<file path="config.mk">
export PLATFORM = sky130hd
export DESIGN_NAME = obex_header_stream_parser
export DESIGN_NICKNAME = d
export VERILOG_FILES = /design/src/hdl/ohsp_pkg.sv /design/src/hdl/obex_header_stream_parser.sv
export SDC_FILE = /design/constraint.sdc
export NUM_CORES = 1
export LEC_CHECK = 0
export ABC_AREA = 1
export BUFFER_PORTS_ARGS = -buffer_cell sky130_fd_sc_hd__buf_2
export CORE_MARGIN = 2
export CORE_UTILIZATION = 40
export DETAILED_ROUTE_END_ITERATION = 8
export MAX_ROUTING_LAYER = met4
export PLACE_DENSITY = 0.6
export SYNTH_ARGS = -nofsm -noshare
export SYNTH_HDL_FRONTEND = slang
export SYNTH_SLANG_ARGS = --single-unit
</file>
<file path="constraint.sdc">
create_clock -name clk_i -period 12 [get_ports clk_i]
set_input_delay 0.6 -clock clk_i [delete_from_list [all_inputs] [get_ports clk_i]]
set_output_delay 0.6 -clock clk_i [all_outputs]
set_load 0.005 [all_outputs]
</file>
<file path="src/hdl/ohsp_pkg.sv">
// Package for the OBEX header stream parser: parse phases, header kind
// codes, length constants and the result record type. No dependencies.
package ohsp_pkg;

  typedef enum logic [1:0] {
    PH_ID      = 2'd0,
    PH_LEN_HI  = 2'd1,
    PH_LEN_LO  = 2'd2,
    PH_CONTENT = 2'd3
  } phase_e;

  // Top two bits of the header ID
  localparam logic [1:0] KIND_ONE_BYTE  = 2'b10;
  localparam logic [1:0] KIND_FOUR_BYTE = 2'b11;

  localparam logic [15:0] LEN_ONE_BYTE  = 16'd1;
  localparam logic [15:0] LEN_FOUR_BYTE = 16'd4;
  // ID byte plus two length bytes
  localparam logic [15:0] HDR_OVERHEAD  = 16'd3;

  typedef struct packed {
    logic [7:0]  header_id;
    logic [7:0]  content_byte;
    logic        content_valid;
    logic [15:0] content_offset;
    logic [15:0] content_length;
    logic        header_end;
    logic        area_done;
    logic        parse_error;
  } res_t;

endpackage

</file>
<file path="src/hdl/obex_header_stream_parser.sv">
// OBEX header stream parser top level: per-byte parse state, result
// register and skid stage. Depends on ohsp_pkg.
//
//  channel  direction  handshake                  payload
//  -------  ---------  -------------------------  ---------------------------------
//  in       sink       in_valid_i / in_stall_o    data_byte_i, area_first_i,
//                                                 area_last_i
//  out      source     out_valid_o / out_stall_i  header_id_o, content_byte_o,
//                                                 content_valid_o, content_offset_o,
//                                                 content_length_o, header_end_o,
//                                                 area_done_o, parse_error_o
//
// One byte per cycle while in_stall_o is low; a request's result, if any, is
// registered in the result register, or in the skid if that is held. The
// per-byte parse update is a single combinational step off the state registers.
// Two output entries let one result wait; in_stall_o rises only when both are full.
// rst_ni (async, active low) returns the parse to "expect header ID", clears
// the error hold and empties both output entries.
module obex_header_stream_parser (
  input  logic        clk_i,
  input  logic        rst_ni,
  input  logic        in_valid_i,
  output logic        in_stall_o,
  input  logic [7:0]  data_byte_i,
  input  logic        area_first_i,
  input  logic        area_last_i,
  output logic        out_valid_o,
  input  logic        out_stall_i,
  output logic [7:0]  header_id_o,
  output logic [7:0]  content_byte_o,
  output logic        content_valid_o,
  output logic [15:0] content_offset_o,
  output logic [15:0] content_length_o,
  output logic        header_end_o,
  output logic        area_done_o,
  output logic        parse_error_o
);

  // ---------------------------------------------------------------
  // Parse state
  // ---------------------------------------------------------------
  ohsp_pkg::phase_e phase_q, phase_d;
  logic [7:0]  cur_id_q, cur_id_d;
  logic [7:0]  len_hi_q, len_hi_d;
  logic [15:0] total_q, total_d;
  logic [15:0] count_q, count_d;
  logic        err_q, err_d;

  // Output entries
  logic           out_vld_q, skid_vld_q;
  ohsp_pkg::res_t out_q, skid_q;

  logic           in_acc;
  logic           out_fire;
  logic           has_res;
  ohsp_pkg::res_t res;

  // Working values of the combinational step
  ohsp_pkg::phase_e ph_eff;
  logic        err_eff;
  logic [15:0] len_field;
  logic [15:0] len_content;
  logic [15:0] count_inc;

  assign in_stall_o = skid_vld_q;
  assign in_acc     = in_valid_i && !skid_vld_q;
  assign out_fire   = out_vld_q && !out_stall_i;

  assign len_field   = {len_hi_q, data_byte_i};
  assign len_content = len_field - ohsp_pkg::HDR_OVERHEAD;
  assign count_inc   = count_q + 16'd1;

  // Next parse state and result for the byte on the input
  always_comb begin
    ph_eff  = area_first_i ? ohsp_pkg::PH_ID : phase_q;
    err_eff = area_first_i ? 1'b0 : err_q;

    phase_d  = ph_eff;
    err_d    = err_eff;
    cur_id_d = cur_id_q;
    len_hi_d = len_hi_q;
    total_d  = total_q;
    count_d  = count_q;
    res      = '0;
    has_res  = 1'b0;

    if (!err_eff) begin
      case (ph_eff)
        ohsp_pkg::PH_ID: begin
          cur_id_d = data_byte_i;
          count_d  = '0;
          case (data_byte_i[7:6])
            ohsp_pkg::KIND_ONE_BYTE: begin
              total_d = ohsp_pkg::LEN_ONE_BYTE;
              phase_d = ohsp_pkg::PH_CONTENT;
            end
            ohsp_pkg::KIND_FOUR_BYTE: begin
              total_d = ohsp_pkg::LEN_FOUR_BYTE;
              phase_d = ohsp_pkg::PH_CONTENT;
            end
            default: begin
              total_d = '0;
              phase_d = ohsp_pkg::PH_LEN_HI;
            end
          endcase
          if (area_last_i) begin
            // area ends right after an ID byte: truncated
            res.header_id   = data_byte_i;
            res.parse_error = 1'b1;
            has_res         = 1'b1;
            err_d           = 1'b1;
            phase_d         = ohsp_pkg::PH_ID;
          end
        end

        ohsp_pkg::PH_LEN_HI: begin
          len_hi_d = data_byte_i;
          phase_d  = ohsp_pkg::PH_LEN_LO;
          if (area_last_i) begin
            res.header_id   = cur_id_q;
            res.parse_error = 1'b1;
            has_res         = 1'b1;
            err_d           = 1'b1;
            phase_d         = ohsp_pkg::PH_ID;
          end
        end

        ohsp_pkg::PH_LEN_LO: begin
          if (len_field < ohsp_pkg::HDR_OVERHEAD) begin
            // length field cannot cover its own ID and length bytes
            res.header_id   = cur_id_q;
            res.parse_error = 1'b1;
            has_res         = 1'b1;
            err_d           = 1'b1;
            phase_d         = ohsp_pkg::PH_ID;
          end else begin
            total_d = len_content;
            count_d = '0;
            if (len_content == '0) begin
              // empty header closes on its length byte
              res.header_id  = cur_id_q;
              res.header_end = 1'b1;
              res.area_done  = area_last_i;
              has_res        = 1'b1;
              phase_d        = ohsp_pkg::PH_ID;
            end else if (area_last_i) begin
              res.header_id   = cur_id_q;
              res.parse_error = 1'b1;
              has_res         = 1'b1;
              err_d           = 1'b1;
              phase_d         = ohsp_pkg::PH_ID;
            end else begin
              phase_d = ohsp_pkg::PH_CONTENT;
            end
          end
        end

        ohsp_pkg::PH_CONTENT: begin
          if ((count_inc < total_q) && area_last_i) begin
            // area ends before the header's content is complete
            res.header_id   = cur_id_q;
            res.parse_error = 1'b1;
            has_res         = 1'b1;
            err_d           = 1'b1;
            phase_d         = ohsp_pkg::PH_ID;
          end else begin
            res.header_id      = cur_id_q;
            res.content_byte   = data_byte_i;
            res.content_valid  = 1'b1;
            res.content_offset = count_q;
            res.content_length = total_q;
            has_res            = 1'b1;
            count_d            = count_inc;
            if (count_inc >= total_q) begin
              res.header_end = 1'b1;
              res.area_done  = area_last_i;
              phase_d        = ohsp_pkg::PH_ID;
            end
          end
        end

        default: begin
          phase_d = ohsp_pkg::PH_ID;
        end
      endcase
    end
  end

  // Parse state registers: move only on an accepted request
  always_ff @(posedge clk_i or negedge rst_ni) begin
    if (!rst_ni) begin
      phase_q  <= ohsp_pkg::PH_ID;
      err_q    <= 1'b0;
      cur_id_q <= '0;
      len_hi_q <= '0;
      total_q  <= '0;
      count_q  <= '0;
    end else if (in_acc) begin
      phase_q  <= phase_d;
      err_q    <= err_d;
      cur_id_q <= cur_id_d;
      len_hi_q <= len_hi_d;
      total_q  <= total_d;
      count_q  <= count_d;
    end
  end

  // Output entry valid flags
  always_ff @(posedge clk_i or negedge rst_ni) begin
    if (!rst_ni) begin
      out_vld_q  <= 1'b0;
      skid_vld_q <= 1'b0;
    end else if (skid_vld_q) begin
      // input is held; drain skid into the result register
      if (out_fire) begin
        skid_vld_q <= 1'b0;
      end
    end else if (in_acc && has_res) begin
      if (out_vld_q && !out_fire) begin
        skid_vld_q <= 1'b1;
      end else begin
        out_vld_q <= 1'b1;
      end
    end else if (out_fire) begin
      out_vld_q <= 1'b0;
    end
  end

  // Output entry payloads
  always_ff @(posedge clk_i) begin
    if (skid_vld_q) begin
      if (out_fire) begin
        out_q <= skid_q;
      end
    end else if (in_acc && has_res) begin
      if (out_vld_q && !out_fire) begin
        skid_q <= res;
      end else begin
        out_q <= res;
      end
    end
  end

  assign out_valid_o      = out_vld_q;
  assign header_id_o      = out_q.header_id;
  assign content_byte_o   = out_q.content_byte;
  assign content_valid_o  = out_q.content_valid;
  assign content_offset_o = out_q.content_offset;
  assign content_length_o = out_q.content_length;
  assign header_end_o     = out_q.header_end;
  assign area_done_o      = out_q.area_done;
  assign parse_error_o    = out_q.parse_error;

  // ---------------------------------------------------------------
  // Assertions
  // ---------------------------------------------------------------
  // skid entry is only ever filled behind a full result register
  a_skid_behind_out: assert property (@(posedge clk_i) disable iff (!rst_ni)
    skid_vld_q |-> out_vld_q)
    else $error("skid entry valid with empty result register");

  // an error result never carries content
  a_err_no_content: assert property (@(posedge clk_i) disable iff (!rst_ni)
    out_vld_q && parse_error_o |-> !content_valid_o && !header_end_o)
    else $error("error result carries content or header end");

  // clean area end always coincides with a header end
  a_done_with_end: assert property (@(posedge clk_i) disable iff (!rst_ni)
    out_vld_q && area_done_o |-> header_end_o)
    else $error("area_done without header_end");

  // content offset stays inside the header content
  a_offset_range: assert property (@(posedge clk_i) disable iff (!rst_ni)
    out_vld_q && content_valid_o |-> content_offset_o < content_length_o)
    else $error("content offset beyond content length");

endmodule
</file>
After elaboration in Yosys (flattened, before gate mapping)
Cells that the tools add are included.

$add $sub $neg: 2. Multipliers: 0. Div/mod/pow operators: 0. Order comparisons: 3. Equal/unequal tests: 10. Shifts and indexed selects: 0. Muxes and demuxes: 51. Bitwise logic cells: 2. Reductions and logical operators: 23.

Operator list (count): 52-bit two-way mux (5); 16-bit two-way mux (3); 16-bit one-hot mux with 3 select lines (1); 43-bit two-way mux (1); 41-bit two-way mux (1); 8-bit two-way mux (4); 16-bit one-hot mux with 2 select lines (1); 8-bit one-hot mux with 4 select lines (1); 2-bit two-way mux (13); 16-bit by 1-bit adder with 16-bit output (second input constant) (1); 16-bit >= comparator (1); 16-bit logical NOT (1); 16-bit less-than comparator (1); 16-bit by 2-bit less-than comparator with 1-bit output (second input constant) (1); 1-bit two-way mux (16); 16-bit by 2-bit subtractor with 16-bit output (second input constant) (1); 3-bit AND reduction (5); 2-bit == test (second input constant) (4); 2-bit != test (second input constant) (4); 2-bit one-hot mux with 4 select lines (1); 1-bit one-hot mux with 3 select lines (2); 3-bit one-hot mux with 2 select lines (1); 2-bit nonzero test (3); 1-bit logical AND (5); 10 further kinds (14).

Register bits: 157. Latch bits: 0. Memory bits (writable): 0. ROM bits: 0. Input bits: 14. Output and inout port bits: 54. Memories kept: 0.

Depth between registers and ports, before layout
Gate-level depths: netlist (run 1).

Depth in word-level cells: 9. Depth in mapped cells: 26. Gate-level depth less buffers: 26.

Least setup slack after synthesis (run 1)
No wires, ideal clock.

Kind: input to register. From: input data_byte_i[0]. To: register out_q, in the netlist area_done_o, enable pin. Arrival time: 5.640 ns. Required time: 11.459 ns. Slack: 5.818 ns. Stages: 14. Path buffers: 0. Cells stage by stage: ha_1 -> nor2_4 -> nand2_4 -> nor2_2 -> nand2_1 -> nand2_1 -> nand2_1 -> nor2_1 -> nand2_1 -> nor2_1 -> nand2_2 -> nand3_1 -> nand3_1 -> a21boi_0.

Word-level cells in the longest chain between the ends: 9. Elaborated cells on any way between the ends: 10. Those cells by class: add/sub (1); order compare (1); mux (4); reduce/logical (4).

RTL lines: from (decl) (line obex_header_stream_parser.sv:24) `input logic [7:0] data_byte_i,`; 16-bit by 2-bit subtractor with 16-bit output (line obex_header_stream_parser.sv:70) `assign len_content = len_field - ohsp_pkg::HDR_OVERHEAD;`; 16-bit logical NOT (line obex_header_stream_parser.sv:139) `if (len_content == '0) begin`; 1-bit two-way mux (line obex_header_stream_parser.sv:139); 1-bit two-way mux (*) (line obex_header_stream_parser.sv:129) `if (len_field < ohsp_pkg::HDR_OVERHEAD) begin`; 1-bit one-hot mux with 3 select lines (*) (line obex_header_stream_parser.sv:88) `case (ph_eff)`; 1-bit two-way mux (*) (line obex_header_stream_parser.sv:87) `if (!err_eff) begin`; 1-bit logical AND (*) (line obex_header_stream_parser.sv:235) `end else if (in_acc && has_res) begin`; 2-bit nonzero test (no line) (*); 3-bit AND reduction (no line) (*); to (signal assigned) (line obex_header_stream_parser.sv:233) `out_q <= skid_q;`; to (signal assigned) (line obex_header_stream_parser.sv:239) `out_q <= res;`; to (decl) (line obex_header_stream_parser.sv:51) `ohsp_pkg::res_t out_q, skid_q;`.

Mark *: on every way between the ends. The rest lies on a longest branch, timed or not. A chain may end at the register's enable or synchronous reset.

==> results.md, run 1 <==
* Lkg Pwr at 4.01 nW
* Data required, critical path at 12.29 ns
* Final RePlAce weighted congestion at 0.865
* Post-synth EDFFs at 104
* Die Height at 142 µm
* Dpl ws at 7.97 ns
* Mapped Cells at 829
* Initial DRC Count at 387
* I/O Buffers at 67
* Max Cap Violations at 0
* Post-cts resize count at 0
* ANT nets after route at 0
* Storage cell area at 4450 µm²
* Synth area leaders: edfxtp_1, dfrtp_1, nand2_1
* Die area at 20200 µm²
* Cell mode on critical path: nand2_1
* Routed wire length at 16200 µm
* WL/cell at 14.2 µm
* Hold Path Class: in2async
* CTS sink count at 157
* CP peak stage delay at 0.45 ns
* Crit start category: flop
* Syn nets at 861
* Fin crit period at 4.08 ns
* Vias in the first global route at 5267
* Drt first pass iters at 5
* Worst hold margin at 0.293 ns
* Slew of the pin with the lowest slew margin at 0.843 ns
* DRC errors left at 0
* Post-CTS setup buffers at 0
* CTS hold repair buffers at 0
* Reg clk slew, reported paths at 0.06 ns
* Mapped Area at 7640 µm²
* Total GRT Usage at 17.3%
* Global route overflow at 0
* Via/cell ratio at 4.87
* Top cell type's share of synthesized area at 40.9%
* Max-slew violation total from the final report at 0
* Async S/R FF share, synth at 33.8%
* I/O pins at 68
* Later-pin clock latency in the skew report at 0.42 ns
* FILL cells at 1723
* DIE WIDTH at 142 µm
* Final setup TNS at 0 ns
* CTS tree: done
* Clock root cell: clkbuf_16
* Syn. warnings at 0
* Vias after detailed routing at 5572
* Share of post-route cells with drive strength above 1 at 17.0%
* Diode count at 0
* Status: complete, no violations
* Seq/Total Area, Yosys at 58.2%
* Final critical-path share of the clock period at 34.0%
* Placed insts at 1113
* Initial antenna violation count at 0
* Worst setup margin at 7.92 ns
* Unique masters post-synth at 34
* Worst Skew at 0.00979 ns
* H-tree depth at 4
* CP Capture Type: flop
* Initial core utilization at 40.8%
* Area leader, netlist: edfxtp_1
* #FFs+latches synth at 157
* Layout Nets at 930
* CORE AREA at 18700 µm²
* Critical Path AT at 4.37 ns
* Slowest cell on crit path: dfrtp_1
* VDD IR max at 0.112 mV
* TritonCTS buffer count at 17
* Worst-path cell chain: ha_1, nand4_1, nor3_2, nand4_1, or2_2, xor2_1, inv_1, ha_1, nand4_1, nor2_1, nand2_1, and2_1, nand2_1, nand2_1, nor2_2, buf_4, inv_2, nor2_1, nand2_1, nand2_1
* Deepest clock path buffer count at 2
* FMAX at 245 MHz
* Critical path class: reg2reg
* Most common flop cell mapped by yosys: edfxtp_1
* RSZ-0062 raised after global routing: false
* Combined area of the multi-input logic cells at 2680 µm²
* Max_slew headroom at 43.7%
* Placed cell areas at 8230 µm²
* Final Hold Fails at 0
* Crit path max fanout at 23
* Area Growth Syn to Fin at 15.5%
* Largest net degree at the start of global routing at 67
* Final Instance Area at 8820 µm²
* Power Dens Cells at 209 nW/µm²
* First-pass GRT wire length at 26400 µm
* WP buf/inv at 3
* DP Wirelength at 11500 µm
* Fin cells at 1145
* Critical path's top delay family: simple AND/OR/NAND/NOR gates
* Synth Area per Inst at 9.22 µm²
* Setup Viol. Count Final at 0
* FP Rows at 50
==> sequential cells by signal, summed over array words and instances (netlist names), 2 cells and up <==
signal            flops
skid_q               52
content_length_o     16
content_offset_o     16
count_q              16
total_q              16
content_byte_o        8
cur_id_q              8
header_id_o           8
len_hi_q              8
phase_q               2
==> synth_stat cells (13+ instances only) <==
cell type	number
ha_1	18
nand2_2	18
o21ai_1	13
nand2_1	228
inv_1	105
nor2_1	56
clkbuf_1	16
nor2_2	15
dfrtp_1	53
nand3_1	40
xor2_1	14
o21ai_0	82
edfxtp_1	104
a21oi_1	20
==> worst paths after layout <==
check                             from                end  slack, ns  depth (start not counted)
setup / recovery            count_q[0]  content_byte_o[3]       7.92                         20
hold / removal                  rst_ni        cur_id_q[3]       0.29                          2
setup reg to reg            count_q[0]  content_byte_o[3]       7.92                         20
hold reg to reg            cur_id_q[6]        cur_id_q[6]       0.49                          2
max in group asynchronous       rst_ni         in_stall_o      11.13                          2
min in group clk_i         out_stall_i         in_stall_o       0.46                          3
==> area by class of cell <==
cell class / instances / area share, %
Clock buffer: 21 / 5.10
Clock inverter: 11 / 1.62
Inverter: 112 / 4.76
Multi-Input combinational cell: 536 / 30.4
Sequential cell: 157 / 50.4
Tap cell: 234 / 3.32
Timing Repair Buffer: 74 / 4.40
==> routing by layer <==
layer / track usage [%] / vias up / part of all wire (%)
li1: - / 2834 / -
met1: 23.4 / 2585 / 49
met2: 26.1 / 134 / 45
met3: 3.73 / 19 / 4.5
met4: 5.79 / 0 / 1.7
met5: - / - / 0
==> worst reg2reg max path, delay by kind of cell (launching register included) <==
family / cells / cell delay [ns]
XOR/XNOR: 1 / 0.20
adder cells (fa/ha/maj): 2 / 0.52
buffers and inverters: 3 / 0.58
flip-flops: 1 / 0.45
AND/OR/NAND/NOR: 14 / 2.21
==> layout by cell type (no fill, tap or decap), types with 2 or more instances in the layout <==
cell type,n
xor2_1,14
nand3b_1,4
clkbuf_16,17
o21ai_1,13
nand3_1,40
clkbuf_1,3
o21ai_0,82
o31ai_1,2
ha_1,18
nor2_4,3
nor2_2,15
clkinv_4,2
nand2_1,228
clkinvlp_4,3
nand3_2,2
nor3_1,2
buf_4,7
buf_2,67
nand2_4,3
a21oi_1,20
clkinv_1,2
nand2_2,18
inv_1,105
edfxtp_1,104
nand4_1,6
bufinv_16,3
and2_1,2
nor2_1,55
dfrtp_1,52
inv_2,7
==> power breakdown <==
group	switching, mW	total [mW]	internal [mW]
registers	0.0682	0.796	0.728
logic	0.346	0.510	0.164
clock network	0.210	0.541	0.331
total	0.624	1.85	1.22
==> logic make-up after synthesis <==
logic type | share of synthesized area, %
buf+inv | 6.94
simple gates | 21.8
flops | 58.2
compound gates | 8.22
fa+ha+maj | 2.95
xor+xnor | 1.82
==> per-stage QoR <==
stage               power [mW]  util, %
floorplan                 1.16        -
global placement          1.32     44.0
detailed placement        1.32     44.0
CTS                       1.86     47.2
global route              1.97     47.2
finish                    1.85     47.2
No activity file was read; power rests on OpenSTA's default activity.
==> run 2: changes to the inputs <==
ABC_AREA = 0   (was 1)
clock period = 4.15 ns   (was 12 ns; I/O delays follow)
==> run 2 against run 1 <==
Register-to-register slack lost 7.8 ns; clock skew grew 0.0011 ns; sequential power grew to 2.5 times the previous value; utilization grew 2.2 points; die area shrank 0.22%; cell count shrank 8.8%; global-route usage grew 2.0 points; power grew 140%; setup slack lost 7.8 ns; synthesized cell count shrank 14%; sequential share of layout area shrank 2.2 points.
==> results.md, run 2 <==
* Max-slew violation total from the final report at 0 (unchanged)
* Register bank with the most flops: skid_q
* Internal power at 3.06 mW (+150%)
* Die area at 20200 µm² (-0.22%)
* Syn nets at 742 (-14%)
* Final setup TNS at 0 ns (unchanged)
* Global route overflow at 0 (unchanged)
* VDD IR max at 0.290 mV (+160%)
* DRC errors left at 0 (unchanged)
* Final Hold Fails at 0 (unchanged)
* Worst hold margin at 0.0448 ns (-0.248 ns)
* RSZ-0062 raised after global routing: true
* Final RePlAce weighted congestion at 0.903 (+4.5%)
* Worst Skew at 0.0109 ns (+0.00107 ns)
* TritonCTS buffer count at 17 (unchanged)
* Slew of the pin with the lowest slew margin at 1.10 ns (+0.254 ns)
* Flop pwr share at 45.5% (+2.4 points)
* FP Rows at 50 (unchanged)
* Critical path class: reg2reg
* Initial antenna violation count at 1 (+1)
* Critical Path AT at 4.28 ns (-0.09 ns)
* Data required, critical path at 4.39 ns (-7.90 ns)
* Logic pwr share at 21.3% (-6.3 points)
* Status: complete, no violations
* First-pass GRT wire length at 29700 µm (+12%)
* Power Dens Cells at 479 nW/µm² (+130%)
* Max_slew headroom at 26.6% (-17 points)
* WL/cell at 18.8 µm (+33%)
* Layout Nets at 828 (-11%)
* Switching power at 1.37 mW (+120%)
* Setup Viol. Count Final at 0 (unchanged)
* Synth cell count leaders: nand2_1, edfxtp_1, nor2_1
* Most common cell after layout, fill and taps aside: nand2_1
* Clock root cell: clkbuf_16
* Async S/R FF share, synth at 33.8% (unchanged)
* I/O Buffers at 67 (unchanged)
* Drt first pass iters at 5 (unchanged)
* Reg clk slew, reported paths at 0.06 ns (about the same)
* Lkg Pwr at 3.55 nW (-12%)
* Fin crit period at 4.04 ns (-0.0458 ns)
* FMAX at 248 MHz (+1.1%)
* Via/cell ratio at 5.50 (+13%)
* #FFs+latches synth at 157 (unchanged)
* Initial DRC Count at 461 (+19%)
* Area Growth Syn to Fin at 21.1%
* I/O pins at 68 (unchanged)
* Dpl ws at -0.0593 ns (-8.03 ns)
* Seq/Total Area, Yosys at 58.4% (+0.13 points)
* Share of post-route cells with drive strength above 1 at 21.1% (+4.1 points)
* Final core occ at 49.3% (+2.2 points)
* DP Wirelength at 12400 µm (+8.1%)
* CORE AREA at 18700 µm² (unchanged)
* Max FFs per register at 52 (unchanged)
* Unique masters post-synth at 57 (+68%)
* Post-synth EDFFs at 104 (unchanged)
* Area leader, netlist: edfxtp_1
* Total GRT Usage at 19.3% (+2.0 points)
* Mapped Area at 7620 µm² (-0.23%)
* Final critical-path share of the clock period at 97.2% (+63 points)
* Crit start category: flop
* Clock power share at 33.2% (+3.9 points)
* CP Capture Type: flop
* Top-count cell post-synth: nand2_1
* Deepest clock path buffer count at 2 (unchanged)
* Most common flop cell mapped by yosys: edfxtp_1
* Vias after detailed routing at 5742 (+3.1%)
* Vias in the first global route at 5614 (+6.6%)
* Max Cap Violations at 0 (unchanged)
* Largest net degree at the start of global routing at 93 (+39%)
* Sw Share at 30.9% (-2.9 points)
* Most frequent cells in the layout: nand2_1, edfxtp_1, nor2_1
* Top cell type's share of synthesized area at 41.0% (+0.094 points)
* ANT nets after route at 0 (unchanged)
* Synth area leaders: edfxtp_1, dfrtp_1, o31ai_1
* CTS tree: done
* Routed wire length at 19600 µm (+21%)
* Synth Area per Inst at 10.7 µm² (+16%)
* Worst setup margin at 0.114 ns (-7.80 ns)
* CTS sink count at 157 (unchanged)
* DIE WIDTH at 142 µm (-0.11%)
* Crit path max fanout at 10 (-57%)
* Hold Path Class: in2reg
* Mapped Cells at 710 (-14%)
* Die Height at 142 µm (-0.11%)
* H-tree depth at 4 (unchanged)
* Later-pin clock latency in the skew report at 0.43 ns (about the same)
* Syn. warnings at 0 (unchanged)
* Initial core utilization at 40.7% (-0.094 points)
run 2: cell count changes after synthesis, sizes merged, moves of 8 or more:
cell | before | now
nor3 | 3 | 12
xor2 | 15 | 6
inv | 112 | 45
o21ai | 95 | 28
o211ai | 1 | 12
clkbuf | 16 | 28
o31ai | 2 | 58
nand3 | 42 | 14
nand2 | 249 | 112
a2bb2oi | 0 | 9
a221o | 0 | 8
xnor2 | 0 | 19
run 2: final timing paths:
kind | endpoint | depth (start not counted) | slack [ns] | from
max | content_offset_o[2] | 14 | 0.11 | count_q[1]
min | out_valid_o | 3 | 0.04 | out_stall_i
max reg2reg | content_offset_o[2] | 14 | 0.11 | count_q[1]
min reg2reg | total_q[8] | 1 | 0.48 | total_q[8]
max in group asynchronous | in_stall_o | 3 | 3.19 | rst_ni
min in group asynchronous | len_hi_q[1] | 3 | 0.44 | rst_ni
run 2: power by group through the flow:
stage          logic [mW]  registers [mW]  clock network, mW
2_1_floorplan       0.557            2.00                  0
3_5_place_dp        0.831            2.04                  0
3_3_place_gp        0.808            2.03                  0
6_report            0.941            2.01               1.47
5_1_grt              1.05            2.04               1.55
4_1_cts             0.848            2.01               1.50
run 2: cells by family (layout without fill, tap and decap cells):
group,after synthesis,after routing,share of synthesized area (%)
AO/OA/AOI/OAI,162,162,15.5
flip-flops,157,157,58.4
adder cells (fa/ha/maj),18,18,2.95
multiplexers,3,3,0.394
XOR/XNOR,25,25,2.87
other,0,1,0
AND/OR/NAND/NOR,257,258,15.1
buffers and inverters,88,186,4.78
run 2: worst max-delay path: stages (launching register included):
cell	delay, ns
dfrtp_1	0.36
ha_2	0.20
nand3_2	0.08
or4_4	0.45
nor3_4	0.26
nand3_2	0.12
xnor2_2	0.16
ha_1	0.31
nand3_2	0.08
or3_4	0.42
a211oi_4	0.29
nor4_4	0.08
or4b_4	0.60
clkbuf_16	0.23
o31ai_1	0.22
run 2: cell type report:
type / count / area (µm²)
fillers: 1685 / 9480
flip-flops and latches: 157 / 4450
multi-input cells: 466 / 2970
repair buffers: 107 / 791
clock buffers: 19 / 433
well taps: 234 / 293
inverters: 47 / 176
clock inverters: 13 / 116
diodes: 1 / 2.50
run 2: per-layer routing:
metal,share of wire (%),wire length [µm],track usage [%],up-vias
met1,45,8930,24.5,2809
met2,48,9510,31.1,154
met3,4.2,817,4.17,24
li1,-,-,-,2755
met5,0,0,-,-
met4,1.9,367,6.47,0
run 2: repair_timing:
action                                  4_1_cts  5_1_grt
endpoints found under the setup margin       31       95
pin swaps                                     0        9
setup buffers                                 0        6
endpoints found under the hold margin        53        0
cloned                                        1        8
resized for setup                             3       23
hold buffers                                  1        0
run 2: per-stage QoR:
step	area, µm²	power, mW	std cells
final	9230	4.42	1044
after global routing	9230	4.64	1044
after CTS	8920	4.35	1029
after detailed placement	8310	2.87	995
after global placement	8310	2.84	995
after floorplan	7630	2.56	710
